## config.mk

```make
export PLATFORM = sky130hd
export DESIGN_NAME = blue_pixel_centroid_unit
export DESIGN_NICKNAME = d
export VERILOG_FILES = /design/src/rtl/core/bpc_pkg.sv /design/src/rtl/core/bpc_front.sv /design/src/rtl/core/bpc_queue.sv /design/src/rtl/core/bpc_back.sv /design/src/rtl/core/blue_pixel_centroid_unit.sv
export SDC_FILE = /design/constraint.sdc
export NUM_CORES = 1
export LEC_CHECK = 0
export BUFFER_PORTS_ARGS = -buffer_cell sky130_fd_sc_hd__buf_2
export CAP_MARGIN = 5
export CORE_MARGIN = 8
export CORE_UTILIZATION = 50
export DETAILED_ROUTE_END_ITERATION = 6
export PLACE_DENSITY = 0.66
export SLEW_MARGIN = 20
export SYNTH_ARGS = -nofsm -noshare
export SYNTH_HDL_FRONTEND = slang
export SYNTH_HIERARCHICAL = 1
export SYNTH_SLANG_ARGS = --single-unit
```

## constraint.sdc

```tcl
create_clock -name aclk -period 21.5 [get_ports aclk]
set_input_delay 1.075 -clock aclk [delete_from_list [all_inputs] [get_ports aclk]]
set_output_delay 1.075 -clock aclk [all_outputs]
set_load 0.01 [all_outputs]
```

## src/rtl/core/bpc_pkg.sv

```systemverilog
// Shared types and constants for the blue pixel centroid unit.
`default_nettype none

package bpc_pkg;

    localparam int PixW     = 8;
    localparam int CoordW   = 10;
    localparam int CountW   = 21;
    localparam int SumW     = 30;
    localparam int OffW     = 15;
    localparam int QuotW    = 14;
    localparam int DivSteps = 14;
    localparam int StepW    = 4;
    localparam int QDepth   = 4;
    localparam int QPtrW    = 2;
    localparam int InDataW  = 48;
    localparam int OutDataW = 80;
    localparam int CfgIdxW  = 2;
    localparam int CfgDataW = 10;

    localparam logic [CfgIdxW-1:0] CFG_THRESHOLD  = 2'd0;
    localparam logic [CfgIdxW-1:0] CFG_CENTER_COL = 2'd1;
    localparam logic [CfgIdxW-1:0] CFG_CENTER_ROW = 2'd2;

    localparam logic [PixW-1:0]   ThresholdReset = 8'd10;
    localparam logic [CoordW-1:0] CenterColReset = 10'd320;
    localparam logic [CoordW-1:0] CenterRowReset = 10'd120;

    typedef struct packed {
        logic                en;
        logic [CfgIdxW-1:0]  idx;
        logic [CfgDataW-1:0] data;
    } cfg_wr_t;

    typedef struct packed {
        logic [PixW-1:0]   blue;
        logic [PixW-1:0]   green;
        logic [PixW-1:0]   red;
        logic              detected;
        logic              last;
        logic [CountW-1:0] count;
        logic [SumW-1:0]   col_sum;
        logic [SumW-1:0]   row_sum;
    } q_entry_t;

    typedef enum logic [2:0] {
        ST_IDLE = 3'b001,
        ST_DIV  = 3'b010,
        ST_FIN  = 3'b100
    } back_state_t;

endpackage

`default_nettype wire

```

## src/rtl/core/bpc_front.sv

```systemverilog
// Front end: ratio test, pixel painting and per-frame accumulation.
`default_nettype none

module bpc_front import bpc_pkg::*; #(
    parameter int MAX_COLS = 1024,
    parameter int MAX_ROWS = 1024
) (
    input  wire logic                aclk,
    input  wire logic                aresetn,
    input  wire cfg_wr_t             cfg,
    input  wire logic                s_tvalid,
    output logic                     s_tready,
    input  wire logic [InDataW-1:0]  s_tdata,
    input  wire logic                s_tlast,
    input  wire logic                q_full,
    output logic                     q_push,
    output q_entry_t                 q_entry
);

    localparam longint Area   = longint'(MAX_COLS) * longint'(MAX_ROWS);
    localparam longint HitCap = (Area < 64'd1048576) ? Area : 64'd1048576;
    localparam logic [CountW-1:0] HitCapC = CountW'(HitCap);
    localparam logic [CoordW-1:0] ColMaxC = CoordW'(MAX_COLS - 1);
    localparam logic [CoordW-1:0] RowMaxC = CoordW'(MAX_ROWS - 1);

    logic [PixW-1:0]   thr_reg;
    logic [CountW-1:0] cnt_reg, cnt_next;
    logic [SumW-1:0]   col_sum_reg, col_sum_next;
    logic [SumW-1:0]   row_sum_reg, row_sum_next;

    logic [PixW-1:0]   blue, green, red;
    logic [CoordW-1:0] col, row, col_c, row_c;
    logic [PixW:0]     lhs, thr1;
    logic [9:0]        den;
    logic [18:0]       prod;
    logic              hit, add;
    logic              accept;

    assign blue  = s_tdata[7:0];
    assign green = s_tdata[15:8];
    assign red   = s_tdata[23:16];
    assign col   = s_tdata[33:24];
    assign row   = s_tdata[43:34];

    assign s_tready = !q_full;
    assign accept   = s_tvalid && !q_full;
    assign q_push   = accept;

    // floor(x/d) > t  <=>  x >= (t+1)*d
    always_comb begin
        lhs   = {1'b0, blue} + 9'd1;
        thr1  = {1'b0, thr_reg} + 9'd1;
        den   = {2'b0, red} + {2'b0, green} + 10'd2;
        prod  = 19'(thr1) * 19'(den);
        hit   = 19'(lhs) >= prod;
        col_c = (32'(col) >= MAX_COLS) ? ColMaxC : col;
        row_c = (32'(row) >= MAX_ROWS) ? RowMaxC : row;
        add   = hit && (cnt_reg < HitCapC);
        cnt_next     = add ? cnt_reg + CountW'(1) : cnt_reg;
        col_sum_next = add ? col_sum_reg + SumW'(col_c) : col_sum_reg;
        row_sum_next = add ? row_sum_reg + SumW'(row_c) : row_sum_reg;

        q_entry.blue     = hit ? '0 : blue;
        q_entry.green    = hit ? '0 : green;
        q_entry.red      = hit ? '1 : red;
        q_entry.detected = hit;
        q_entry.last     = s_tlast;
        q_entry.count    = cnt_next;
        q_entry.col_sum  = col_sum_next;
        q_entry.row_sum  = row_sum_next;
    end

    always_ff @(posedge aclk) begin
        if (!aresetn) begin
            thr_reg     <= ThresholdReset;
            cnt_reg     <= '0;
            col_sum_reg <= '0;
            row_sum_reg <= '0;
        end else begin
            if (cfg.en && cfg.idx == CFG_THRESHOLD) begin
                thr_reg <= cfg.data[PixW-1:0];
            end
            if (accept) begin
                if (s_tlast) begin
                    cnt_reg     <= '0;
                    col_sum_reg <= '0;
                    row_sum_reg <= '0;
                end else begin
                    cnt_reg     <= cnt_next;
                    col_sum_reg <= col_sum_next;
                    row_sum_reg <= row_sum_next;
                end
            end
        end
    end

endmodule

`default_nettype wire

```

## src/rtl/core/bpc_queue.sv

```systemverilog
// Small request queue between front and back end.
`default_nettype none

module bpc_queue import bpc_pkg::*; (
    input  wire logic     aclk,
    input  wire logic     aresetn,
    input  wire logic     push,
    input  wire q_entry_t push_entry,
    input  wire logic     pop,
    output logic          full,
    output logic          empty,
    output q_entry_t      head
);

    q_entry_t         mem_reg [QDepth];
    logic [QPtrW-1:0] wr_ptr_reg, rd_ptr_reg;
    logic [QPtrW:0]   fill_reg;
    logic             do_pop;

    assign full   = fill_reg == (QPtrW+1)'(QDepth);
    assign empty  = fill_reg == '0;
    assign head   = mem_reg[rd_ptr_reg];
    assign do_pop = pop && !empty;

    always_ff @(posedge aclk) begin
        if (push) begin
            mem_reg[wr_ptr_reg] <= push_entry;
        end
    end

    always_ff @(posedge aclk) begin
        if (!aresetn) begin
            wr_ptr_reg <= '0;
            rd_ptr_reg <= '0;
            fill_reg   <= '0;
        end else begin
            if (push) begin
                wr_ptr_reg <= wr_ptr_reg + QPtrW'(1);
            end
            if (do_pop) begin
                rd_ptr_reg <= rd_ptr_reg + QPtrW'(1);
            end
            if (push && !do_pop) begin
                fill_reg <= fill_reg + (QPtrW+1)'(1);
            end else if (!push && do_pop) begin
                fill_reg <= fill_reg - (QPtrW+1)'(1);
            end
        end
    end

endmodule

`default_nettype wire

```

## src/rtl/core/bpc_back.sv

```systemverilog
// Back end: centroid division at frame end and the output register.
`default_nettype none

module bpc_back import bpc_pkg::*; (
    input  wire logic                aclk,
    input  wire logic                aresetn,
    input  wire cfg_wr_t             cfg,
    input  wire logic                q_empty,
    input  wire q_entry_t            head,
    output logic                     q_pop,
    output logic                     m_tvalid,
    input  wire logic                m_tready,
    output logic [OutDataW-1:0]      m_tdata,
    output logic                     m_tuser,
    output logic                     m_tlast
);

    back_state_t state_reg, state_next;

    logic [CoordW-1:0] center_col_reg, center_row_reg;
    logic [CountW-1:0] div_reg;
    logic [CountW-1:0] rem_c_reg, rem_r_reg;
    logic [QuotW-1:0]  dq_c_reg, dq_r_reg;
    logic [StepW-1:0]  step_reg;

    logic              m_tvalid_reg;
    logic [PixW-1:0]   blue_reg, green_reg, red_reg;
    logic              det_reg, last_reg, none_reg;
    logic [CountW-1:0] count_reg;
    logic [OffW-1:0]   col_off_reg, row_off_reg;

    logic              can_load, load_out, start_div, fin;
    logic [CountW:0]   trial_c, trial_r, sub_c, sub_r;
    logic              ge_c, ge_r;
    logic [OffW-1:0]   col_off, row_off;

    function automatic logic [OffW-1:0] offset_sat(input logic [QuotW-1:0] q,
                                                   input logic [CoordW-1:0] ctr);
        logic signed [OffW:0] diff;
        diff = $signed({2'b0, q}) - $signed({2'b0, ctr, 4'b0});
        if (diff > 16'sd16383) begin
            return 15'h3FFF;
        end else if (diff < -16'sd16384) begin
            return 15'h4000;
        end
        return diff[OffW-1:0];
    endfunction

    always_comb begin
        can_load   = !m_tvalid_reg || m_tready;
        state_next = state_reg;
        q_pop      = 1'b0;
        load_out   = 1'b0;
        start_div  = 1'b0;
        fin        = 1'b0;

        trial_c = {rem_c_reg, dq_c_reg[QuotW-1]};
        trial_r = {rem_r_reg, dq_r_reg[QuotW-1]};
        ge_c    = trial_c >= {1'b0, div_reg};
        ge_r    = trial_r >= {1'b0, div_reg};
        sub_c   = trial_c - {1'b0, div_reg};
        sub_r   = trial_r - {1'b0, div_reg};
        col_off = offset_sat(dq_c_reg, center_col_reg);
        row_off = offset_sat(dq_r_reg, center_row_reg);

        unique case (state_reg)
            ST_IDLE: begin
                if (!q_empty) begin
                    if (head.last && head.count != '0) begin
                        start_div  = 1'b1;
                        state_next = ST_DIV;
                    end else if (can_load) begin
                        load_out = 1'b1;
                        q_pop    = 1'b1;
                    end
                end
            end
            ST_DIV: begin
                if (step_reg == StepW'(DivSteps - 1)) begin
                    state_next = ST_FIN;
                end
            end
            ST_FIN: begin
                if (can_load) begin
                    load_out   = 1'b1;
                    fin        = 1'b1;
                    q_pop      = 1'b1;
                    state_next = ST_IDLE;
                end
            end
            default: state_next = ST_IDLE;
        endcase
    end

    always_ff @(posedge aclk) begin
        if (!aresetn) begin
            state_reg      <= ST_IDLE;
            m_tvalid_reg   <= 1'b0;
            center_col_reg <= CenterColReset;
            center_row_reg <= CenterRowReset;
        end else begin
            state_reg <= state_next;
            if (load_out) begin
                m_tvalid_reg <= 1'b1;
            end else if (m_tready) begin
                m_tvalid_reg <= 1'b0;
            end
            if (cfg.en && cfg.idx == CFG_CENTER_COL) begin
                center_col_reg <= cfg.data;
            end
            if (cfg.en && cfg.idx == CFG_CENTER_ROW) begin
                center_row_reg <= cfg.data;
            end
        end
    end

    // quotient < 2^14, so sum >> 10 is already below the count
    always_ff @(posedge aclk) begin
        if (start_div) begin
            div_reg   <= head.count;
            rem_c_reg <= {1'b0, head.col_sum[SumW-1:CoordW]};
            rem_r_reg <= {1'b0, head.row_sum[SumW-1:CoordW]};
            dq_c_reg  <= {head.col_sum[CoordW-1:0], 4'b0};
            dq_r_reg  <= {head.row_sum[CoordW-1:0], 4'b0};
            step_reg  <= '0;
        end else if (state_reg == ST_DIV) begin
            rem_c_reg <= ge_c ? sub_c[CountW-1:0] : trial_c[CountW-1:0];
            rem_r_reg <= ge_r ? sub_r[CountW-1:0] : trial_r[CountW-1:0];
            dq_c_reg  <= {dq_c_reg[QuotW-2:0], ge_c};
            dq_r_reg  <= {dq_r_reg[QuotW-2:0], ge_r};
            step_reg  <= step_reg + StepW'(1);
        end
    end

    always_ff @(posedge aclk) begin
        if (load_out) begin
            blue_reg    <= head.blue;
            green_reg   <= head.green;
            red_reg     <= head.red;
            det_reg     <= head.detected;
            last_reg    <= head.last;
            none_reg    <= head.last && !fin;
            count_reg   <= fin ? head.count : '0;
            col_off_reg <= fin ? col_off : '0;
            row_off_reg <= fin ? row_off : '0;
        end
    end

    assign m_tvalid = m_tvalid_reg;
    assign m_tuser  = det_reg;
    assign m_tlast  = last_reg;
    assign m_tdata  = {4'b0, row_off_reg, col_off_reg, count_reg, none_reg,
                       red_reg, green_reg, blue_reg};

endmodule

`default_nettype wire

```

## src/rtl/core/blue_pixel_centroid_unit.sv

```systemverilog
// Top level of the blue pixel centroid unit.
// Takes one BGR pixel per cycle while s_tready is high and returns one
// result per pixel, in order: detected pixels come out painted pure red
// and flagged on m_tuser. The result of a frame's last pixel (m_tlast) also
// carries the hit count and the column and row centroid offsets from the
// configured center in Q10.4. Pixels pass through a four-entry queue; a
// frame's last pixel with detections holds the back end for load, 14
// restoring divider steps on both centroids side by side, and finish,
// while the queue absorbs up to three more pixels before s_tready drops.
// The user writes configuration through cfg_wr_* while idle; not enforced.
`default_nettype none

module blue_pixel_centroid_unit import bpc_pkg::*; #(
    parameter int MAX_COLS = 1024,
    parameter int MAX_ROWS = 1024
) (
    input  wire logic                 aclk,
    input  wire logic                 aresetn,
    input  wire logic                 cfg_wr_en,
    input  wire logic [CfgIdxW-1:0]   cfg_wr_idx,
    input  wire logic [CfgDataW-1:0]  cfg_wr_data,
    input  wire logic                 s_tvalid,
    output logic                      s_tready,
    // blue_in, green_in, red_in, pixel_col, pixel_row, zero pad
    input  wire logic [InDataW-1:0]   s_tdata,
    input  wire logic                 s_tlast,
    output logic                      m_tvalid,
    input  wire logic                 m_tready,
    // blue_out, green_out, red_out, none_found, detect_count, col_offset,
    // row_offset, zero pad
    output logic [OutDataW-1:0]       m_tdata,
    // detected
    output logic                      m_tuser,
    output logic                      m_tlast
);

    cfg_wr_t  cfg;
    q_entry_t push_entry, head;
    logic     q_push, q_pop, q_full, q_empty;

    assign cfg.en   = cfg_wr_en;
    assign cfg.idx  = cfg_wr_idx;
    assign cfg.data = cfg_wr_data;

    bpc_front #(
        .MAX_COLS (MAX_COLS),
        .MAX_ROWS (MAX_ROWS)
    ) u_front (
        .aclk     (aclk),
        .aresetn  (aresetn),
        .cfg      (cfg),
        .s_tvalid (s_tvalid),
        .s_tready (s_tready),
        .s_tdata  (s_tdata),
        .s_tlast  (s_tlast),
        .q_full   (q_full),
        .q_push   (q_push),
        .q_entry  (push_entry)
    );

    bpc_queue u_queue (
        .aclk       (aclk),
        .aresetn    (aresetn),
        .push       (q_push),
        .push_entry (push_entry),
        .pop        (q_pop),
        .full       (q_full),
        .empty      (q_empty),
        .head       (head)
    );

    bpc_back u_back (
        .aclk     (aclk),
        .aresetn  (aresetn),
        .cfg      (cfg),
        .q_empty  (q_empty),
        .head     (head),
        .q_pop    (q_pop),
        .m_tvalid (m_tvalid),
        .m_tready (m_tready),
        .m_tdata  (m_tdata),
        .m_tuser  (m_tuser),
        .m_tlast  (m_tlast)
    );

endmodule

`default_nettype wire

```

==> results.sh <==
export IMPL_status="complete, no violations"
export IMPL_worst_pin_slew_ns=1.039
export IMPL_cts_buffers=78
export IMPL_synth_cell_types=100
export IMPL_grt_max_degree=73
export IMPL_dieArea_mm2=0.08265
export IMPL_postCtsSetupBuffers=0
export IMPL_crit_slowest_cell="xor2_1"
export IMPL_reg2reg_depth=25
export IMPL_tns_ns=0
export IMPL_antenna_found_initial=5
export IMPL_grt_pass1_vias=23526
export IMPL_cp_common_cell="inv_1"
export IMPL_placed_cells=3931
export IMPL_cp_required_ns=21.91
export IMPL_whs_ns=0.4749
export IMPL_top_usage_layer="met2"
export IMPL_synthesis_area_mm2=0.03685
export IMPL_design_final_nets=3338
export IMPL_cts_buffer_depth=3
export IMPL_synth_edf_count=587
export IMPL_worst_setup_path_start_kind="input port"
export IMPL_post_route_period_util=0.4289
export IMPL_async_reset_ff_frac=0
export IMPL_grt_overflow_total=0
export IMPL_largest_reg_flops=428
export IMPL_worstPathMaxFanout=30
export IMPL_clk_latency_ns=0.63
export IMPL_use_met2=0.3445
export IMPL_core_area_mm2=0.07296
export IMPL_grtUsageMet3=0.03161
export IMPL_firstDrtPassIters=5
export IMPL_setup_viol=0
export IMPL_cp_top_family="adder cells"
export IMPL_vdd_drop_max_uv=127.8
export IMPL_cts_resized=0
export IMPL_die_w_um=287.5
export IMPL_rsz0062_at_grt="false"
export IMPL_initial_utilization=0.5051
export IMPL_crit_cells=33
export IMPL_clk_pin_slew_ns=0.06
export IMPL_ios=150
export IMPL_avgSynthCellArea_um2=12.59
export IMPL_htree_levels=3
export IMPL_slew_headroom=0.3021
export IMPL_p_leak_uw=0.01531
export IMPL_seq_area_frac_synth=0.5522
export IMPL_cts_hold_buf=0
export IMPL_cts_tree="done"
export IMPL_place_gp_congestion=0.8772
export IMPL_track_usage=0.2159
export IMPL_min_path_cells=2
export IMPL_max_stage_delay_ns=0.66
export IMPL_cap_violations=0
export IMPL_die_y_um=287.5
export IMPL_clock_sinks=723
export IMPL_dp_final_hpwl_um=63200
export IMPL_path_buf_inv=7
export IMPL_cts_root_buf="clkbuf_16"
export IMPL_drc=0
export IMPL_final_layout_size_suffix_gt1_frac=0.1477
export IMPL_synth_cells=2928
export IMPL_hold_viol=0
export IMPL_wl_per_cell_um=22.29
export IMPL_drtIter0Drc=2186
export IMPL_fin_skew_ns=0.03624
export IMPL_cp_end_kind="flip-flop"
export IMPL_fmax_mhz=108.4
export IMPL_area_growth_pct=10.92
export IMPL_rows=99
export IMPL_place_port_buffers=141
export IMPL_min_period_ns=9.221
export IMPL_fin_cells=4075
export IMPL_use_met1=0.3095
export IMPL_hold_class="reg -> reg"
export IMPL_worstPathArrival_ns=9.63
export IMPL_grt_pass1_wl_um=138800
export IMPL_power_density_mw_per_mm2=140.3
export IMPL_slew_violations=0
export IMPL_antenna_left=0
export IMPL_routed_via_count=23940
export IMPL_wl_um=90810
export IMPL_synth_flop_cell="edfxtp_1"
export IMPL_worstSetupPathType="in -> reg"
export IMPL_vias_per_cell=5.875
export IMPL_yosysWarnings=6
export IMPL_synth_seq_cells=723
==> power breakdown <==
group	total, µW	switching [µW]	internal [µW]	leakage [µW]
clock	1290	551	737	0.00120
sequential	2030	118	1910	0.00671
combinational	2420	1460	954	0.00741
==> metal layers <==
layer / share of wire / routed length, µm
met1: 0.44 / 40180
met2: 0.46 / 42060
met3: 0.074 / 6727
met4: 0.020 / 1832
met5: 0.00022 / 20
==> metrics by stage <==
stage	power (µW)	area [µm²]	util	setup slack (ns)
final	5734	40880	0.5603	12.28
after floorplan	3861	36860	-	11.72
after global routing	6090	40880	0.5603	11.75
after detailed placement	4477	38390	0.5262	11.67
after CTS	5779	40860	0.5601	12.33
after global placement	4418	38390	0.5262	11.82
==> cells by family (layout without fill, tap and decap cells) <==
family,count (synthesis),count (layout),share of synthesized area
muxes,152,152,0.07768
AOI/OAI and AO/OA,484,484,0.08719
other,1,5,0.0001018
buffers and inverters,313,497,0.03650
DFF,723,723,0.5522
adders and majority gates,220,220,0.08793
xor gates and xnor gates,158,158,0.03755
and+or+nand+nor,877,877,0.1209
==> area by class of cell <==
cell class | instances | area, µm²
Fill cell | 5850 | 32080
Sequential cell | 723 | 20360
Multi-Input combinational cell | 1895 | 15230
Clock buffer | 100 | 2074
Tap cell | 959 | 1200
Timing Repair Buffer | 169 | 915.9
Inverter | 185 | 694.4
Clock inverter | 43 | 399.1
Antenna cell | 1 | 2.502
==> cell usage in the layout, fill, tap and decap left out, types with 20 or more instances in the layout <==
cell type / instances
edfxtp_1: 587
nor2_1: 230
nand2_1: 194
inv_1: 182
ha_1: 155
buf_2: 141
a21oi_1: 138
dfxtp_1: 134
mux4_2: 107
xnor2_1: 106
o21ai_0: 81
clkbuf_16: 78
nand3_1: 70
fa_1: 65
and2_1: 53
xor2_1: 52
nand4_1: 45
mux2i_1: 43
nor2b_1: 42
and3_1: 37
nor3_1: 36
buf_4: 28
a31oi_1: 28
or2_2: 28
or3_1: 25
o211ai_1: 24
a21o_1: 23
nand2b_1: 23
a22o_1: 23
clkinv_1: 20
==> Yosys cell counts, types with 28 or more instances <==
cell type	number	area (µm²)
a21oi_1	138	690.7
a31oi_1	28	175.2
and2_1	57	356.6
and3_1	37	231.5
buf_2	28	140.1
clkbuf_1	73	274.0
dfxtp_1	136	2723
edfxtp_1	587	17630
fa_1	65	1301
ha_1	155	1939
inv_1	183	686.9
mux2i_1	43	430.4
mux4_2	107	2410
nand2_1	195	732.0
nand3_1	70	350.3
nand4_1	45	281.5
nor2_1	234	878.3
nor2b_1	42	262.8
nor3_1	37	185.2
o21ai_0	81	405.4
or2_2	28	175.2
xnor2_1	106	928.4
xor2_1	52	455.4
==> final timing paths <==
path	startpoint	end	slack, ns
setup / recovery	s_tdata[17]	u_queue/mem_reg[0][23]$_DFFE_PP_	12.28
hold / removal	u_back/dq_c_reg[0]$_SDFFE_PP0N_	u_back/dq_c_reg[0]$_SDFFE_PP0N_	0.47
setup reg to reg	u_front/thr_reg[0]$_SDFFE_PN0P_	u_queue/mem_reg[0][23]$_DFFE_PP_	13.29
hold reg to reg	u_back/dq_c_reg[0]$_SDFFE_PP0N_	u_back/dq_c_reg[0]$_SDFFE_PP0N_	0.47
==> worst reg2reg max path: stages, from the launching register on <==
cell and delay [ns]:
dfxtp_1 0.66, ha_1 0.33, nand3_1 0.14, xor2_1 0.81
nor2_1 0.14, fa_1 0.46, fa_1 0.50, ha_1 0.29
inv_1 0.05, fa_1 0.53, inv_1 0.04, ha_1 0.33
a21oi_1 0.40, o21bai_1 0.13, xnor2_1 0.15, ha_1 0.30
o21ai_0 0.08, nand2b_1 0.11, nand2_1 0.06, nor4_1 0.42
nand4bb_1 0.21, nor4_4 0.23, buf_4 0.41, nand3_1 0.55
nor2_1 0.34, xor2_1 0.33
Note: power is estimated with default switching activity, not from simulation.
